<file path="src/rtl/core/utf8d_pkg.sv">
`timescale 1ns / 1ps
`default_nettype none

package utf8d_pkg;

    localparam int BYTE_W = 8;
    localparam int CP_W   = 21;
    localparam int PEND_W = 2;

    localparam logic [CP_W-1:0] MAX_CP_RESET = 21'h10FFFF;

    // Payload masks for the lead bytes and for continuation bytes.
    localparam logic [BYTE_W-1:0] LEAD2_MASK = 8'h1F;
    localparam logic [BYTE_W-1:0] LEAD3_MASK = 8'h0F;
    localparam logic [BYTE_W-1:0] LEAD4_MASK = 8'h07;
    localparam logic [BYTE_W-1:0] CONT_MASK  = 8'h3F;

    localparam logic [PEND_W-1:0] PEND_NONE = 2'd0;
    localparam logic [PEND_W-1:0] PEND_ONE  = 2'd1;
    localparam logic [PEND_W-1:0] PEND_TWO  = 2'd2;
    localparam logic [PEND_W-1:0] PEND_THR  = 2'd3;

    typedef struct packed {
        logic [PEND_W-1:0] pending;
        logic [CP_W-1:0]   partial;
        logic              err;
    } t_dec_state;

    typedef struct packed {
        logic [CP_W-1:0] code_point;
        logic            point_valid;
        logic            error_flag;
    } t_dec_result;

endpackage

`default_nettype wire

</file>
<file path="src/rtl/core/utf8d_step.sv">
`timescale 1ns / 1ps
`default_nettype none

module utf8d_step (
    input  wire utf8d_pkg::t_dec_state        i_state,
    input  wire logic [utf8d_pkg::BYTE_W-1:0] i_byte,
    input  wire logic                         i_last,
    input  wire logic [utf8d_pkg::CP_W-1:0]   i_max_cp,
    output utf8d_pkg::t_dec_state             o_state,
    output utf8d_pkg::t_dec_result            o_result
);

    utf8d_pkg::t_dec_state n_st;
    logic                  bad;
    logic                  lead_ok;

    always_comb begin
        n_st               = i_state;
        bad                = 1'b0;
        lead_ok            = (i_state.pending == utf8d_pkg::PEND_NONE);
        o_result           = '0;
        if (!i_state.err) begin
            case (i_byte) inside
                [8'h00:8'h7F]: begin
                    if (!lead_ok) begin
                        bad = 1'b1;
                    end else begin
                        n_st.partial = utf8d_pkg::CP_W'(i_byte);
                    end
                end
                [8'h80:8'hBF]: begin
                    if (lead_ok) begin
                        bad = 1'b1;
                    end else begin
                        n_st.partial = {i_state.partial[utf8d_pkg::CP_W-7:0],
                                        i_byte[5:0] & utf8d_pkg::CONT_MASK[5:0]};
                        n_st.pending = i_state.pending - utf8d_pkg::PEND_ONE;
                    end
                end
                [8'hC0:8'hDF]: begin
                    if (!lead_ok) begin
                        bad = 1'b1;
                    end else begin
                        n_st.partial = utf8d_pkg::CP_W'(i_byte & utf8d_pkg::LEAD2_MASK);
                        n_st.pending = utf8d_pkg::PEND_ONE;
                    end
                end
                [8'hE0:8'hEF]: begin
                    if (!lead_ok) begin
                        bad = 1'b1;
                    end else begin
                        n_st.partial = utf8d_pkg::CP_W'(i_byte & utf8d_pkg::LEAD3_MASK);
                        n_st.pending = utf8d_pkg::PEND_TWO;
                    end
                end
                [8'hF0:8'hF7]: begin
                    if (!lead_ok) begin
                        bad = 1'b1;
                    end else begin
                        n_st.partial = utf8d_pkg::CP_W'(i_byte & utf8d_pkg::LEAD4_MASK);
                        n_st.pending = utf8d_pkg::PEND_THR;
                    end
                end
                default: begin
                    bad = 1'b1;
                end
            endcase

            // The limit applies to partial values as well as complete ones.
            if (!bad && (n_st.partial > i_max_cp)) begin
                bad = 1'b1;
            end

            if (bad) begin
                n_st.err = 1'b1;
            end else if (n_st.pending == utf8d_pkg::PEND_NONE) begin
                o_result.point_valid = 1'b1;
                o_result.code_point  = n_st.partial;
            end
        end

        // A line that stops with continuation bytes still owed is malformed.
        if (i_last && (n_st.pending != utf8d_pkg::PEND_NONE)) begin
            n_st.err = 1'b1;
        end

        o_result.error_flag = n_st.err;

        if (i_last) begin
            n_st = '0;
        end
        o_state = n_st;
    end

endmodule

`default_nettype wire

</file>
<file path="src/rtl/core/utf8_stream_decoder_core.sv">
// UTF-8 byte stream decoder.
// The slave side takes one byte of a text line per request in s_axis_tdata, with
// s_axis_tlast on the final byte of the line. The master side returns exactly one
// result per byte: the code point in m_axis_tdata (zero unless a point completed),
// m_axis_tuser[0] set when the byte completed a well-formed code point and
// m_axis_tuser[1] set once the line is known to be malformed. m_axis_tlast copies
// the last-byte flag; all decoder state clears after that byte.
// A byte accepted into the input register is decoded combinationally between the input
// register and the result register, and its result is presented from the result register.
// One byte per cycle is sustained while the receiver takes results: the only loop is the
// update of the pending count, partial value and error flag.
// The user must write the largest accepted code point through i_cfg_wr_en/i_cfg_wr_data only
// while the stream is idle, unenforced here; reset sets it to 0x10FFFF and clears line state.
// When the receiver stalls, the result register holds and the input register
// fills; s_axis_tready then drops until the result is taken.
`timescale 1ns / 1ps
`default_nettype none

module utf8_stream_decoder_core (
    input  wire logic                         i_clk,
    input  wire logic                         i_rst_n,
    input  wire logic                         i_cfg_wr_en,
    input  wire logic [utf8d_pkg::CP_W-1:0]   i_cfg_wr_data,
    input  wire logic                         s_axis_tvalid,
    output logic                              s_axis_tready,
    input  wire logic [7:0]                   s_axis_tdata,  // [7:0] byte_in
    input  wire logic                         s_axis_tlast,  // last_byte
    output logic                              m_axis_tvalid,
    input  wire logic                         m_axis_tready,
    output logic [23:0]                       m_axis_tdata,  // [20:0] code_point, [23:21] zero
    output logic [1:0]                        m_axis_tuser,  // [0] point_valid, [1] error_flag
    output logic                              m_axis_tlast   // line_done
);

    logic                           r_in_valid;
    logic [utf8d_pkg::BYTE_W-1:0]   r_in_byte;
    logic                           r_in_last;
    utf8d_pkg::t_dec_state          r_state;
    logic [utf8d_pkg::CP_W-1:0]     r_max_cp;
    logic                           r_out_valid;
    utf8d_pkg::t_dec_result         r_out;
    logic                           r_out_last;

    utf8d_pkg::t_dec_state          n_state;
    utf8d_pkg::t_dec_result         n_out;

    logic                           out_free;
    logic                           advance;
    logic                           in_take;

    assign out_free      = !r_out_valid || m_axis_tready;
    assign advance       = r_in_valid && out_free;
    assign s_axis_tready = !r_in_valid || out_free;
    assign in_take       = s_axis_tvalid && s_axis_tready;

    utf8d_step u_step (
        .i_state  (r_state),
        .i_byte   (r_in_byte),
        .i_last   (r_in_last),
        .i_max_cp (r_max_cp),
        .o_state  (n_state),
        .o_result (n_out)
    );

    always_ff @(posedge i_clk) begin
        if (!i_rst_n) begin
            r_in_valid  <= 1'b0;
            r_out_valid <= 1'b0;
            r_state     <= '0;
            r_max_cp    <= utf8d_pkg::MAX_CP_RESET;
        end else begin
            if (i_cfg_wr_en) begin
                r_max_cp <= i_cfg_wr_data;
            end
            if (in_take) begin
                r_in_valid <= 1'b1;
            end else if (advance) begin
                r_in_valid <= 1'b0;
            end
            if (advance) begin
                r_state     <= n_state;
                r_out_valid <= 1'b1;
            end else if (m_axis_tready) begin
                r_out_valid <= 1'b0;
            end
        end
    end

    always_ff @(posedge i_clk) begin
        if (in_take) begin
            r_in_byte <= s_axis_tdata;
            r_in_last <= s_axis_tlast;
        end
        if (advance) begin
            r_out      <= n_out;
            r_out_last <= r_in_last;
        end
    end

    assign m_axis_tvalid = r_out_valid;
    assign m_axis_tdata  = {3'b000, r_out.code_point};
    assign m_axis_tuser  = {r_out.error_flag, r_out.point_valid};
    assign m_axis_tlast  = r_out_last;

    // A completed code point is never reported together with the error flag.
    a_valid_not_err: assert property (@(posedge i_clk) disable iff (!i_rst_n)
        r_out_valid && r_out.point_valid |-> !r_out.error_flag)
        else $error("point_valid set together with error_flag");

    // The code point field is zero unless a point completed.
    a_cp_zero: assert property (@(posedge i_clk) disable iff (!i_rst_n)
        r_out_valid && !r_out.point_valid |-> (r_out.code_point == '0))
        else $error("code_point nonzero without point_valid");

    // Decoder state is clear after the last byte of a line.
    a_line_clear: assert property (@(posedge i_clk) disable iff (!i_rst_n)
        advance && r_in_last |=> (r_state == '0))
        else $error("line state not cleared after last byte");

    // A point only completes when no continuation bytes are owed.
    a_valid_pending: assert property (@(posedge i_clk) disable iff (!i_rst_n)
        advance && n_out.point_valid && !r_in_last |->
            (n_state.pending == utf8d_pkg::PEND_NONE))
        else $error("point completed with continuation bytes owed");

endmodule

`default_nettype wire

</file>
<file path="config.mk">
export PLATFORM = sky130hd
export DESIGN_NAME = utf8_stream_decoder_core
export DESIGN_NICKNAME = d
export VERILOG_FILES = /design/src/rtl/core/utf8d_pkg.sv /design/src/rtl/core/utf8d_step.sv /design/src/rtl/core/utf8_stream_decoder_core.sv
export SDC_FILE = /design/constraint.sdc
export NUM_CORES = 1
export LEC_CHECK = 0
export BUFFER_PORTS_ARGS = -buffer_cell sky130_fd_sc_hd__buf_2
export CAP_MARGIN = 30
export CORE_UTILIZATION = 35
export DETAILED_ROUTE_END_ITERATION = 10
export GPL_TIMING_DRIVEN = 1
export PLACE_DENSITY_LB_ADDON = 0.1
export SYNTH_ARGS = -nofsm -noshare
export SYNTH_HDL_FRONTEND = slang
export SYNTH_SLANG_ARGS = --single-unit
</file>
<file path="constraint.sdc">
create_clock -name i_clk -period 7.7 [get_ports i_clk]
set_input_delay 0 -clock i_clk [delete_from_list [all_inputs] [get_ports i_clk]]
set_output_delay 0 -clock i_clk [all_outputs]
set_load 0.02 [all_outputs]
</file>
==> impl_metrics.py, run 1 <==
metrics = {
    "sta": {
        "min_period_ns": 4.00,
        "max_freq_mhz": 250,
        "hold_viol_final": 0,
        "setup_viol": 0,
        "period_share_pct": 51.9,
        "worst_slew_pin_slew_ns": 0.992,
        "tns_ns": 0,
        "whs_ns": 0.206,
        "skew_ns": 0.00560,
        "slew_violations": 0,
        "slew_headroom_pct": 33.9,
        "grt_setup_unrepaired": "no",
    },
    "routing": {
        "drtIter0Drc": 180,
        "via_per_inst": 5.12,
        "wl_per_cell_um": 15.4,
        "vias": 3366,
        "wirelength_um": 10100,
        "drtAntennaViolNets": 0,
        "drc_errors": 0,
        "drt-pass1-iter-count": 4,
    },
    "power": {
        "leakage_uw": 0.00222,
        "power_density_nw_per_um2": 197,
        "vdd_drop_max_uv": 121,
    },
    "global_routing": {
        "gr-usage-all-layers_pct": 17.7,
        "grt_pass1_vias": 3248,
        "antenna_found_initial": 0,
        "grt_overflow": 0,
        "grt_pass1_wl_um": 17000,
        "grt_max_degree": 50,
    },
    "synth": {
        "ys_types": 47,
        "ys_ff_latch": 80,
        "synth_edf_count": 33,
        "synth_top_flop_cell": "dfxtp_1",
        "syn_avg_cell_area_um2": 9.60,
        "seq_area_frac_synth_pct": 46.9,
        "netlist_instances": 429,
        "async_flop_share_pct": 0,
        "syn-cell-area_um2": 4120,
        "ys.warnings.count": 0,
    },
    "finish": {
        "layout-drive-gt1-share_pct": 17.5,
        "syn_to_final_growth_pct": 23.9,
        "final_util_pct": 44.7,
        "seqCellArea_um2": 1930,
        "num_antenna_cells": 0,
        "fill_cells": 1160,
        "fin_nets": 565,
        "multiInputGateArea_um2": 1890,
    },
    "floorplanning": {
        "die_w_um": 110,
        "dieArea_um2": 12200,
        "core.rowCount": 39,
        "die_h_um": 110,
        "num_io_pins": 64,
        "coreArea_um2": 11400,
        "initial_core_util_pct": 36.1,
    },
    "clocking": {
        "clockBufferDepth": 2,
        "numCtsBuffers": 9,
        "cts_setup_buffers": 0,
        "htreeDepth": 3,
        "clkTransAtPathRegs_ns": 0.06,
        "cts_tree": "yes",
        "cts_resized": 0,
        "hold_buffers": 32,
        "cts_root_buffer": "clkbuf_16",
        "clock_latency_ns": 0.34,
        "clock_sinks": 80,
    },
    "critical_path": {
        "crit_end": "m_axis_tuser[1]",
        "critPathKind": "reg -> reg",
        "timing.rr.end": "m_axis_tuser[1]",
        "cp_cell_sequence": "or2_1 > a221oi_4 > mux2i_1 > inv_1 > ha_1 > a21oi_1 > a21oi_1 > o21ai_0 > nand4_1 > buf_4 > a2111o_1",
        "cp-start-kind": "flop",
        "rr_worst_depth": 11,
        "slowest_delay_ns": 0.86,
        "worstReg2RegStart": "r_state[22]",
        "cp_slowest_cell": "a221oi_4",
        "endpoint_kind": "flop",
        "crit_buf_inv": 2,
        "cp-startpoint": "r_state[22]",
        "rrSetupSlack_ns": 3.70,
        "required_ns": 7.79,
        "crit_fanout": 24,
        "crit_arrival_ns": 4.08,
        "path_delay_family": "compound AO/OA/AOI/OAI gates",
        "crit_top_cell": "a21oi_1",
        "critical_path_depth": 11,
    },
    "placement": {
        "portBuffers": 60,
        "gp_congestion": 0.833,
        "dpl.hpwl_um": 7320,
    },
    "job": {
        "drv_cap": 0,
    },
    "worst_hold_path": {
        "min_path_type": "in -> reg",
    },
    "run_status": {
        "status": "finished, final reports clean",
    },
}
## layer usage
| layer | wire, µm | GRT usage [%] | part of all wire (%) |
|---|---|---|---|
| met2 | 4300 | 25.8 | 42 |
| met3 | 460 | 4.28 | 4.5 |
| met1 | 5190 | 25.1 | 51 |
| met4 | 182 | 6.67 | 1.8 |
| met5 | 0 | 0 | 0 |
## cells by family (layout without fill, tap and decap cells)
group | after synthesis | in the layout | share of synthesized area (%)
compound gates | 128 | 128 | 22.3
fa+ha+maj | 21 | 21 | 6.38
buf+inv | 72 | 155 | 7.41
flops | 80 | 80 | 46.9
mux | 11 | 11 | 2.67
other cells | 1 | 3 | 0.0911
simple gates | 116 | 116 | 14.2
## per-stage QoR
step / power (µW) / instances / setup slack [ns] / cell area (µm²)
after floorplan: 549 / 431 / 4.60 / 4130
after global placement: 583 / 608 / 3.70 / 4480
after detailed placement: 583 / 609 / 3.76 / 4490
after CTS: 1010 / 657 / 3.74 / 5100
after global routing: 1050 / 657 / 3.45 / 5100
final: 1000 / 657 / 3.70 / 5100
## area by class of cell
type,instances,area share (%)
Timing Repair Buffer,96,12.7
Tap cell,143,3.51
Sequential cell,80,37.9
Clock buffer,12,5.25
Multi-Input combinational cell,279,37.0
Clock inverter,4,0.490
Inverter,43,3.16
## how the worst min path moves through the flow
| stage | from | endpoint | cells after the start | slack (ns) |
|---|---|---|---|---|
| 2_1_floorplan | s_axis_tdata[0] | r_in_byte[0] | 0 | 0.1 |
| 3_3_place_gp | s_axis_tdata[4] | r_in_byte[4] | 1 | 0.18 |
| 3_5_place_dp | s_axis_tdata[3] | r_in_byte[3] | 1 | 0.18 |
| 4_1_cts | i_rst_n | r_max_cp[0] | 2 | 0.20 |
| 5_1_grt | i_rst_n | r_max_cp[0] | 2 | 0.23 |
| 6_report | i_rst_n | r_max_cp[0] | 2 | 0.21 |
## cells in the final DEF, fill, tap and decap left out, types with 10 or more instances in the layout
cell type / instances
dlygate4sd3_1: 32
nand2_1: 47
buf_2: 60
a22oi_1: 16
dfxtp_1: 47
ha_1: 21
a21oi_1: 19
mux2i_1: 11
inv_1: 43
clkbuf_16: 10
nor2b_1: 13
and2_1: 16
o211ai_1: 17
o21ai_0: 17
a211oi_1: 21
edfxtp_1: 33
## Yosys cell counts (2+ instances only)
master | n | share of area, %
a211oi_1 | 21 | 3.8
edfxtp_1 | 33 | 24
buf_2 | 6 | 0.73
a21boi_0 | 4 | 0.73
o21ai_1 | 7 | 0.85
a22oi_2 | 5 | 1.5
a21oi_1 | 19 | 2.3
buf_4 | 3 | 0.55
a21o_1 | 5 | 0.91
nor2b_1 | 13 | 2.0
nor3b_1 | 2 | 0.36
or3_1 | 2 | 0.30
and2_1 | 16 | 2.4
nand3_1 | 5 | 0.61
o211ai_1 | 17 | 3.1
clkbuf_1 | 17 | 1.5
dfxtp_1 | 47 | 23
mux2i_1 | 11 | 2.7
o21ba_2 | 2 | 0.49
and3_1 | 3 | 0.46
nand4_1 | 7 | 1.1
ha_1 | 21 | 6.4
buf_6 | 2 | 0.55
inv_1 | 43 | 3.9
a22oi_1 | 16 | 2.9
nand2b_1 | 6 | 0.91
nor2_1 | 6 | 0.55
o21ai_0 | 17 | 2.1
o221ai_1 | 5 | 1.1
nor3_1 | 5 | 0.61
nand2_1 | 47 | 4.3
## flip-flops by register name, indices dropped and copies added, names as in the netlist
name,count
r_in_last,1
r_max_cp,21
m_axis_tuser,2
r_in_byte,8
m_axis_tdata,21
r_state,24
m_axis_tvalid,1
r_in_valid,1
m_axis_tlast,1
## power breakdown
part,total [µW],switching (µW),internal [µW]
Sequential,472,11.6,460
Combinational,114,66.7,47.3
Clock,417,171,246
Note: power is estimated with default switching activity, not from simulation.
==> run 2: changes to the inputs <==
==> constraint.sdc (replaced) <==
create_clock -name i_clk -period 4.14 [get_ports i_clk]
set_input_delay 0 -clock i_clk [delete_from_list [all_inputs] [get_ports i_clk]]
set_output_delay 0 -clock i_clk [all_outputs]
set_load 0.02 [all_outputs]
==> run 2 against run 1 <==
Effect of this change: largest cell class unchanged; count of clock-buffer cells in the layout rose by 1; combinational power rose by 110%; global-route usage rose by 0.73 points; fmax rose by 4.3%; hold slack got worse by 0.19 ns; flip-flop and latch count did not move; routed wire length rose by 7.1%; first-iteration DRC count rose by 3.9%; clock power rose by 110%; sequential share of layout area fell by 1.6 points; highest routed layer unchanged.
==> impl_metrics.py, run 2 (same netlist as run 1, synthesis figures left out) <==
metrics = {
    "run_status": {
        "status": "finished, final reports clean",
    },
    "clocking": {
        "clock_sinks": 80,
        "clock_latency_ns": 0.33,
        "clockBufferDepth": 2,
        "numCtsBuffers": 9,
        "cts_tree": "yes",
        "clkTransAtPathRegs_ns": 0.06,
        "cts_resized": 0,
        "htreeDepth": 3,
        "cts_root_buffer": "clkbuf_16",
    },
    "critical_path": {
        "critPathKind": "reg -> reg",
        "crit_arrival_ns": 3.98,
        "required_ns": 4.28,
        "rrSetupSlack_ns": 0.31,
        "timing.rr.end": "m_axis_tdata[15]",
        "cp-start-kind": "flop",
        "rr_worst_depth": 12,
        "crit_fanout": 18,
        "endpoint_kind": "flop",
        "worstReg2RegStart": "r_state[22]",
    },
    "power": {
        "power_uw": 1970,
        "intPower_uw": 1500,
        "switching_power_uw": 475,
        "vdd_drop_max_uv": 172,
        "power_density_nw_per_um2": 370,
        "seqPwrFrac_pct": 44.2,
        "power.share.clock_pct": 43.9,
        "combPwrFrac_pct": 11.9,
        "leakage_uw": 0.00235,
        "swShare_pct": 24.0,
    },
    "finish": {
        "fill_cells": 1149,
        "seqCellArea_um2": 1930,
        "final_cell_mix": "buf_2, nand2_1, dfxtp_1",
        "layout-drive-gt1-share_pct": 20.9,
        "final_common_cell": "buf_2",
        "multiInputGateArea_um2": 1890,
        "syn_to_final_growth_pct": 29.4,
        "final_util_pct": 46.7,
        "largest_reg_flops": 24,
        "fin_nets": 587,
        "num_antenna_cells": 0,
        "regMostFlops": "r_state",
    },
    "worst_hold_path": {
        "min_path_type": "in -> reg",
        "hold_depth": 3,
        "hp-start": "m_axis_tready",
        "hold_end": "m_axis_tvalid",
    },
    "sta": {
        "worst_slew_pin_slew_ns": 0.919,
        "tns_ns": 0,
        "hold_viol_final": 0,
        "slew_headroom_pct": 38.6,
        "max_freq_mhz": 261,
        "whs_ns": 0.0120,
        "min_period_ns": 3.83,
        "grt_setup_unrepaired": "no",
        "period_share_pct": 92.6,
        "slew_violations": 0,
        "setup_viol": 0,
        "skew_ns": 0.00606,
    },
    "routing": {
        "drc_errors": 0,
        "drtAntennaViolNets": 0,
        "drtIter0Drc": 187,
        "vias": 3457,
        "wl_per_cell_um": 16.0,
        "via_per_inst": 5.09,
        "wirelength_um": 10800,
        "drt-pass1-iter-count": 4,
    },
    "placement": {
        "portBuffers": 60,
        "gp_congestion": 0.817,
        "dpl.hpwl_um": 7910,
    },
    "floorplanning": {
        "dieArea_um2": 12200,
        "num_io_pins": 64,
        "initial_core_util_pct": 36.1,
        "die_w_um": 110,
        "core.rowCount": 39,
        "coreArea_um2": 11400,
        "die_h_um": 110,
    },
    "global_routing": {
        "grtUsageMet3_pct": 3.24,
        "use_met1_pct": 26.9,
        "grt.busiest_layer": "met2",
        "gr-usage-all-layers_pct": 18.4,
        "grt_pass1_vias": 3267,
        "grt_max_degree": 50,
        "grt_pass1_wl_um": 17600,
        "antenna_found_initial": 0,
        "gr-usage-met2_pct": 27.2,
        "grt_overflow": 0,
    },
    "job": {
        "drv_cap": 0,
    },
}
-- run 2: metal layers --
metal	up-vias	part of all wire [%]
met3	15	4.4
met1	1603	51
met5	-	0
met2	92	43
li1	1747	-
met4	0	1.5
-- run 2: power groups by stage --
stage,combinational (µW),sequential [µW],clock (µW)
3_3_place_gp,206,890,0
2_1_floorplan,123,899,0
3_5_place_dp,204,890,0
4_1_cts,228,873,883
6_report,234,873,866
5_1_grt,258,877,922
-- run 2: worst max-delay path, stage by stage, from the launching register on --
cell and delay, ns:
dfxtp_1 0.39, nor3b_1 0.58, a221oi_4 0.16, buf_12 0.17, buf_12 0.14, a22oi_2 0.28, inv_1 0.09, ha_1 0.29
nand4_1 0.19, nor4_1 0.42, nand4_1 0.34, buf_4 0.32, a211oi_1 0.26
-- run 2: metrics by stage --
stage / area, µm² / worst slack, ns / cells
floorplan: 4130 / 1.04 / 431
global placement: 4630 / 0.152 / 628
detailed placement: 4640 / 0.0830 / 629
CTS: 5280 / 0.0740 / 676
global route: 5330 / 0.0630 / 679
finish: 5330 / 0.308 / 679
-- run 2: layout make-up --
type | count | area share (%)
flip-flops and latches | 80 | 36.2
multi-input cells | 279 | 35.4
repair buffers | 118 | 15.8
clock buffers | 13 | 5.31
well taps | 143 | 3.36
inverters | 43 | 3.03
clock inverters | 3 | 0.845
-- run 2: worst max-delay path by stage --
stage                       startpoint          endpoint  slack, ns
final                      r_state[22]  m_axis_tdata[15]       0.31
after global routing       r_state[22]  m_axis_tdata[20]       0.06
after CTS                 r_in_byte[7]  m_axis_tdata[15]       0.07
after detailed placement  r_in_byte[7]  m_axis_tdata[15]       0.08
after global placement     r_state[22]   m_axis_tdata[2]       0.15
after floorplan           r_in_byte[7]  m_axis_tdata[10]       1.04
-- run 2: timing repair --
item	in CTS	in global routing
hold buffers	31	0
hold endpoints to repair	31	0
buffers inserted	0	3
setup endpoints to repair	0	24
